`src/rtl/slc_pkg.sv`:
```
// Shared types and constants for the splat node level-of-detail and cone-cull block.
// Used by the divider pipeline and by the top level; depends on nothing.
package slc_pkg;

    // Default coordinate width used to sign-extend positions.
    localparam int COORD_BITS_DEF = 16;

    // Field widths.
    localparam int FIELD_W  = 16;
    localparam int CFG_W    = 48;
    localparam int DEPTH_W  = 6;
    localparam int MODE_W   = 6;
    localparam int THRESH_W = 15;
    localparam int ADDR_W   = 3;

    // Size division: numerator is radius * scale shifted left, quotient saturates.
    localparam int PROD_W    = 32;
    localparam int NUM_SHIFT = 15;
    localparam int DEN_W     = 35;
    localparam int QUOT_W    = 16;
    localparam int DIFF_W    = 18;
    localparam int DOT_W     = 34;
    localparam int DIST_W    = 36;

    // Fixed-point constants.
    localparam int ONE_Q14   = 16384;
    localparam int Q14_SHIFT = 14;
    localparam logic [QUOT_W-1:0] SIZE_DEFAULT = 16'd1024;
    localparam logic [QUOT_W-1:0] SIZE_SAT     = 16'hFFFF;

    // Mode flag bit positions.
    localparam int MODE_CULL     = 0;
    localparam int MODE_EDGES    = 1;
    localparam int MODE_PROJECT  = 2;
    localparam int MODE_ALWAYS   = 3;
    localparam int MODE_QUADS    = 4;
    localparam int MODE_QUADONLY = 5;

    // Configuration register reset values.
    localparam logic [CFG_W-1:0]    CAM_POS_RST   = 48'h0;
    localparam logic [CFG_W-1:0]    CAM_DIR_RST   = 48'h4000_0000_0000;
    localparam logic [FIELD_W-1:0]  SCALE_RST     = 16'd0;
    localparam logic [FIELD_W-1:0]  PIX_ERR_RST   = 16'd1024;
    localparam logic [FIELD_W-1:0]  PT_SIZE_RST   = 16'd16128;
    localparam logic [THRESH_W-1:0] THRESH_RST    = 15'd4915;
    localparam logic [DEPTH_W-1:0]  DEPTH_LIM_RST = 6'd63;
    localparam logic [MODE_W-1:0]   MODE_RST      = 6'd21;

    // Configuration register indexes.
    typedef enum logic [ADDR_W-1:0] {
        CFG_CAM_POS   = 3'd0,
        CFG_CAM_DIR   = 3'd1,
        CFG_SCALE     = 3'd2,
        CFG_PIX_ERR   = 3'd3,
        CFG_PT_SIZE   = 3'd4,
        CFG_THRESH    = 3'd5,
        CFG_DEPTH_LIM = 3'd6,
        CFG_MODE      = 3'd7
    } t_cfg_idx;

    // Node actions.
    typedef enum logic [1:0] {
        ACT_CULL    = 2'd0,
        ACT_DESCEND = 2'd1,
        ACT_POINT   = 2'd2,
        ACT_QUAD    = 2'd3
    } t_action;

    // Per-word information carried alongside the divider.
    typedef struct packed {
        logic               cull;
        logic               toward;
        logic               dist_pos;
        logic [DEPTH_W-1:0] depth;
        logic               children;
    } t_side;

endpackage

```
`src/rtl/slc_div.sv`:
```
// Pipelined restoring divider with saturation for the projected screen size.
// One quotient bit per stage after an overflow stage; uses slc_pkg.
module slc_div (
    input  logic                       i_clk,
    input  logic                       i_rst_n,
    input  logic                       i_en,
    input  logic                       i_valid,
    input  logic [slc_pkg::PROD_W-1:0] i_num,
    input  logic [slc_pkg::DEN_W-1:0]  i_den,
    input  slc_pkg::t_side             i_side,
    output logic                       o_valid,
    output logic [slc_pkg::QUOT_W-1:0] o_quot,
    output slc_pkg::t_side             o_side
);
    import slc_pkg::*;

    localparam int REM_W = DEN_W + QUOT_W + 1;

    logic [REM_W-1:0]  r_rem  [0:QUOT_W];
    logic [QUOT_W-1:0] r_quo  [0:QUOT_W];
    logic [DEN_W-1:0]  r_den  [0:QUOT_W];
    logic              r_ovf  [0:QUOT_W];
    t_side             r_side [0:QUOT_W];
    logic              r_vld  [0:QUOT_W];

    logic [REM_W-1:0] num_ext;
    logic [REM_W-1:0] den_top;

    // The quotient overflows 16 bits when the numerator reaches den << 16.
    assign num_ext = REM_W'({i_num, {NUM_SHIFT{1'b0}}});
    assign den_top = REM_W'({i_den, {QUOT_W{1'b0}}});

    // Overflow stage.
    always_ff @(posedge i_clk) begin
        if (!i_rst_n) begin
            r_vld[0] <= 1'b0;
        end else if (i_en) begin
            r_vld[0] <= i_valid;
        end
    end

    always_ff @(posedge i_clk) begin
        if (i_en) begin
            r_rem[0]  <= num_ext;
            r_quo[0]  <= '0;
            r_den[0]  <= i_den;
            r_ovf[0]  <= (num_ext >= den_top);
            r_side[0] <= i_side;
        end
    end

    // One quotient bit per stage, most significant first.
    for (genvar j = 1; j <= QUOT_W; j++) begin : g_bit
        localparam int K = QUOT_W - j;
        logic [REM_W-1:0]  trial;
        logic              fits;
        logic [REM_W-1:0]  n_rem;
        logic [QUOT_W-1:0] n_quo;

        always_comb begin
            trial = REM_W'(r_den[j-1]) << K;
            fits  = (r_rem[j-1] >= trial);
            n_rem = fits ? (r_rem[j-1] - trial) : r_rem[j-1];
            n_quo = r_quo[j-1];
            n_quo[K] = fits;
        end

        always_ff @(posedge i_clk) begin
            if (!i_rst_n) begin
                r_vld[j] <= 1'b0;
            end else if (i_en) begin
                r_vld[j] <= r_vld[j-1];
            end
        end

        always_ff @(posedge i_clk) begin
            if (i_en) begin
                r_rem[j]  <= n_rem;
                r_quo[j]  <= n_quo;
                r_den[j]  <= r_den[j-1];
                r_ovf[j]  <= r_ovf[j-1];
                r_side[j] <= r_side[j-1];
            end
        end
    end

    assign o_valid = r_vld[QUOT_W];
    assign o_quot  = r_ovf[QUOT_W] ? SIZE_SAT : r_quo[QUOT_W];
    assign o_side  = r_side[QUOT_W];

endmodule

```
`config.mk`:
```
export PLATFORM = sky130hd
export DESIGN_NAME = slc_div
export DESIGN_NICKNAME = d
export VERILOG_FILES = /design/src/rtl/slc_pkg.sv /design/src/rtl/slc_div.sv
export SDC_FILE = /design/constraint.sdc
export NUM_CORES = 2
export LEC_CHECK = 0
export BUFFER_PORTS_ARGS = -buffer_cell sky130_fd_sc_hd__buf_2
export CAP_MARGIN = 20
export CORE_ASPECT_RATIO = 0.5
export CORE_UTILIZATION = 45
export CTS_CLUSTER_SIZE = 30
export DETAILED_ROUTE_END_ITERATION = 12
export GPL_TIMING_DRIVEN = 0
export PLACE_DENSITY_LB_ADDON = 0.3
export SLEW_MARGIN = 10
export SYNTH_ARGS = -nofsm -noshare
export SYNTH_HDL_FRONTEND = slang
export SYNTH_SLANG_ARGS = --single-unit
```
`constraint.sdc`:
```
create_clock -name i_clk -period 8.05 [get_ports i_clk]
set_input_delay 0 -clock i_clk [delete_from_list [all_inputs] [get_ports i_clk]]
set_output_delay 0 -clock i_clk [all_outputs]
set_load 0.1 [all_outputs]
```
* Word-level counts from Yosys, hierarchy flattened *
Memory sizes are Yosys's and may differ from the RTL's.
Index checks and enable logic that the tools add are counted.

cells by class
  add/subtract/negate cells = 16
  order comparisons = 17
  multiplexer cells = 39
  bitwise operators = 17

operators by type and width
  operator          count
  $mux 52           16
  $ge 52x35->1      1
  $ge 52x36->1      1
  $ge 52x37->1      1
  $ge 52x38->1      1
  $ge 52x39->1      1
  $ge 52x40->1      1
  $ge 52x41->1      1
  $ge 52x42->1      1
  $ge 52x43->1      1
  $ge 52x44->1      1
  $ge 52x45->1      1
  $ge 52x46->1      1
  $ge 52x47->1      1
  $ge 52x48->1      1
  $ge 52x49->1      1
  $ge 52x50->1      1
  $sub 52x35->52    1
  $sub 52x36->52    1
  $sub 52x37->52    1
  $sub 52x38->52    1
  $sub 52x39->52    1
  $sub 52x40->52    1
  $sub 52x41->52    1
  other kinds (13)  50

word-level totals
  register bits = 0
  RAM bits = 1955
  bits of input ports = 81
  output and inout port bits = 27
  word-level logic and storage cells = 95
  memories kept = 6

memories
  memory  depth  width  rd ports  clocked after memory_dff  wr ports  RTL line       source
  r_rem   17     52     16        0                         17        slc_div.sv:19  logic [REM_W-1:0] r_rem [0:QUOT_W];
  r_den   17     35     16        0                         17        slc_div.sv:21  logic [DEN_W-1:0] r_den [0:QUOT_W];
  r_quo   17     16     17        0                         17        slc_div.sv:20  logic [QUOT_W-1:0] r_quo [0:QUOT_W];
  r_side  17     10     17        0                         17        slc_div.sv:23  t_side r_side [0:QUOT_W];
  r_ovf   17     1      17        0                         17        slc_div.sv:22  logic r_ovf [0:QUOT_W];
  r_vld   17     1      17        0                         17        slc_div.sv:24  logic r_vld [0:QUOT_W];

* Depth between registers and ports, before layout *
  depth in word-level cells = 4
  depth in mapped cells = 16
  gate-level depth less buffers = 13

* Least setup slack after synthesis *
OpenSTA, ideal clock, no wires.

  kind = register -> register
  start = memory r_rem[0][18] in the netlist's numbering
  end = memory r_rem[0][97] in the netlist's numbering, data pin
  setup time = 0.260 ns
  data arrival time = 3.082 ns
  required time = 7.790 ns
  setup slack = 4.708 ns
  stages on the path, launching flop included = 14
  path buffers = 2
  clock period less this slack = 3.342 ns
  cells stage by stage = edfxtp_1 ha_1 a21o_1 a21oi_1 a211oi_1 or3_1 a221oi_2 o22ai_1 a21oi_1 nand2b_1 a21o_1 buf_4 buf_4 mux2_2

RTL lines
  what         RTL line
  from (decl)  slc_div.sv:19

==> run_results.csv <==
group,metric,value,unit
synth,synth.avg_cell_area,11.1,µm²
synth,synth-compound-area-share,14.9,%
layout,nets,9088,
global_route,grt_max_degree,166,
die,core,194000,µm²
clock_tree,cts_buffers,162,
power_and_ir_drop,p_int,20.9,mW
layout,fin_cells,11100,
global_route,grt-ovfl-total,0,
synth,yosysSeqAreaShare,54.3,%
worst_setup_path,required,8.55,ns
clock_tree,ctsResizeCount,0,
die,start_util,45.4,%
die,die_h,315,µm
power_and_ir_drop,p_seq_share,39.2,%
die,io_pins,108,
sta,tightestPinTransition,1.11,ns
synth,syn_inst,7962,
power_and_ir_drop,pwr-share-clk,22.1,%
clock_tree,cts_sinks,1592,
sta,setup-violations-final,0,
synth,synthDistinctLibCells,105,
worst_setup_path,start_kind,"flip-flop",
sta,min_period_over_period,62.7,%
clock_tree,cts_tree,"yes",
worst_hold_path,hold_class,"in2reg",
sta,relSlewSlack,25.1,%
worst_setup_path,cp.arrival,5.55,ns
drt,avgRoutedWirePerCell,17.2,µm
die,dieArea,198000,µm²
synth,synth_mux_area_share,1.10,%
clock_tree,cts.htree.levels,4,
synth,synth_xor_area_share,5.88,%
layout,fill_cells,17200,
global_route,grt_pass1_wl,307000,µm
drt,routed_wl,192000,µm
sta,rsz0062_at_grt,"false",
synth,synth-edff-count,1591,
clock_tree,clock_path_buffers,4,
clock_tree,post-cts-setup-buffers,0,
power_and_ir_drop,power_switching,11.5,mW
clock_tree,path_clk_slew,0.07,ns
place,place_hpwl,146000,µm
sta,drv_slew,0,
drt,drt.antenna.violating_nets,0,
drt,drc,0,
drt,vias_per_cell,5.30,
sta,fin_skew,0.0483,ns
drt,dr.pass1.iters,6,
drt,via_count,58900,
layout,multiInputGateArea,36600,µm²
layout,syn2layout_area_growth,12.0,%
flow_run,drv_cap,0,
global_route,grt_pass1_vias,58600,
clock_tree,hold_buffers,159,
global_route,antenna_found_initial,2,
sta,hold_violations,0,
power_and_ir_drop,power,32.4,mW
power_and_ir_drop,pwr_density_cell,328,nW/µm²
die,placementRows,114,
layout,diodes,0,
sta,max_freq,0.198,GHz
power_and_ir_drop,peakVddDrop,0.183,mV
place,port_buffers,107,
synth,syn_area,88100,µm²
synth,synth-adder-area-share,8.68,%
sta,fin_crit,5.05,ns
drt,drt_iter0_markers,3776,
worst_setup_path,reg2reg_slack,3.00,ns
power_and_ir_drop,leakagePower,38.9,nW
layout,final_layout_size_suffix_gt1_share,6.13,%
worst_setup_path,rr_worst_depth,12,
die,die_w,628,µm
synth,syn-num-nets,8645,
synth,synthFlopType,"edfxtp_1",
synth,synthArstFlopShare,0,%
place,gp_congestion,0.880,
worst_setup_path,worstPathMaxFanout,10,
layout,register_area,47800,µm²
worst_hold_path,hold_path_depth,3,
place,dp.cells,10700,
synth,synth_top_family_by_area,"compound AO/OA/AOI/OAI gates",
synth,yosysWarningCount,0,
run_status,outcome,"completed",
global_route,grt_use_total,19.3,%
power_and_ir_drop,netSwitchingFraction,35.5,%
worst_setup_path,path_class,"reg2reg",
sta,finalSetupTns,0,ns
worst_setup_path,crit_path_end_kind,"flip-flop",
power_and_ir_drop,comb_power_share,38.7,%
synth,ys_ff_latch,1592,
clock_tree,clk_latency,0.82,ns
clock_tree,cts_root_buf,"clkbuf_16",
synth,synthSimpleGateAreaFrac,11.0,%
## cell usage in the layout, fill, tap and decap left out, types with 164 or more instances in the layout
master / n
nand2_1: 642
edfxtp_1: 1591
xor2_1: 256
a21o_1: 319
a21oi_1: 717
ha_1: 587
inv_1: 733
o21ai_0: 558
clkbuf_1: 202
xnor2_1: 335
clkbuf_16: 164
nor2_1: 476
## Yosys cell counts (24+ instances only)
cell type	n	share of area, %
a21o_1	319	2.7
a211oi_1	55	0.47
nand2b_1	63	0.45
a21oi_1	717	4.1
inv_1	733	3.1
or4_1	24	0.20
o21bai_1	91	0.78
and2_1	43	0.31
mux2_2	78	1.0
edfxtp_1	1591	54
nor3_1	106	0.60
or3_1	53	0.38
nor4_1	54	0.38
o211ai_1	32	0.27
nand3_1	133	0.76
and3_1	69	0.49
ha_1	587	8.3
nor2_1	476	2.0
clkbuf_1	167	0.71
nand2_1	642	2.7
xor2_1	256	2.5
o21a_1	54	0.46
buf_2	30	0.17
a31oi_1	64	0.45
o31ai_1	37	0.32
o21ai_0	558	3.2
or2_2	31	0.22
nor2b_1	77	0.55
nand4_1	128	0.91
xnor2_1	335	3.3
## power by group through the flow
stage                     clock, mW  combinational (mW)  sequential (mW)
after floorplan                   0                9.64             12.3
after global placement            0                12.2             13.2
after detailed placement          0                12.3             12.8
after CTS                      7.37                12.4             12.7
after global routing           7.69                14.0             12.9
final                          7.16                12.5             12.7
## path summary, 6_finish.rpt
check                                    from            end
worst min register to register  r_quo[0][234]  r_quo[0][250]
worst max-delay path             r_rem[0][78]  r_rem[0][151]
worst min-delay path                  i_rst_n      r_vld[13]
worst max register to register   r_rem[0][78]  r_rem[0][151]
## sequential cells by signal, indices dropped and copies added (netlist names)
| register | flops |
|---|---|
| r_ovf | 17 |
| r_side | 170 |
| r_den | 560 |
| r_quo | 136 |
| r_rem | 692 |
| r_vld | 17 |
## cells by family after synthesis
logic type                 count (synthesis)
and+or+nand+nor                         1999
muxes                                     87
AOI/OAI and AO/OA                       2136
DFF                                     1592
buffers and inverters                    955
adders and majority gates                602
xor gates and xnor gates                 591
## layout make-up
cell class                 instances  share of cell area [%]
sequential                      1592                    48.4
buffer                           221                   0.917
multi-input combinational       5415                    37.1
clock inverter                    74                   0.648
inverter                         734                    2.79
tap                             2610                    3.31
clock buffer                     199                    4.29
timing repair buffer             279                    2.49
## critical path, stage by stage, from the launching register on
cell	delay (ns)
edfxtp_1	0.42
ha_1	0.44
nand4_1	0.21
nor3_1	0.71
o21ai_0	0.41
a31oi_1	0.40
a21oi_1	0.22
o31ai_1	0.51
a21oi_1	0.33
clkbuf_1	0.37
clkbuf_1	0.44
nand2_1	0.16
o21ai_0	0.12
## per-layer routing
layer,routed length (µm),up-vias,share of wire (%),global-route usage [%]
met2,88400,1265,46,32.6
met1,86400,27100,45,24.6
li1,-,30100,-,-
met3,7160,405,3.7,2.55
met5,0,-,0,0
met4,9930,0,5.2,9.42
## stage by stage
step                cell area, µm²  util [%]  hold slack [ns]  setup slack [ns]
global placement             91900      47.4            0.177            -17.96
CTS                          98700      50.9           0.0716              2.97
global route                 98700      50.9            0.152              2.61
detailed placement           92200      47.6            0.178              3.00
floorplan                    88100         -           0.0989              4.71
finish                       98700      50.9            0.147              3.00
No activity file was read; power rests on OpenSTA's default activity.
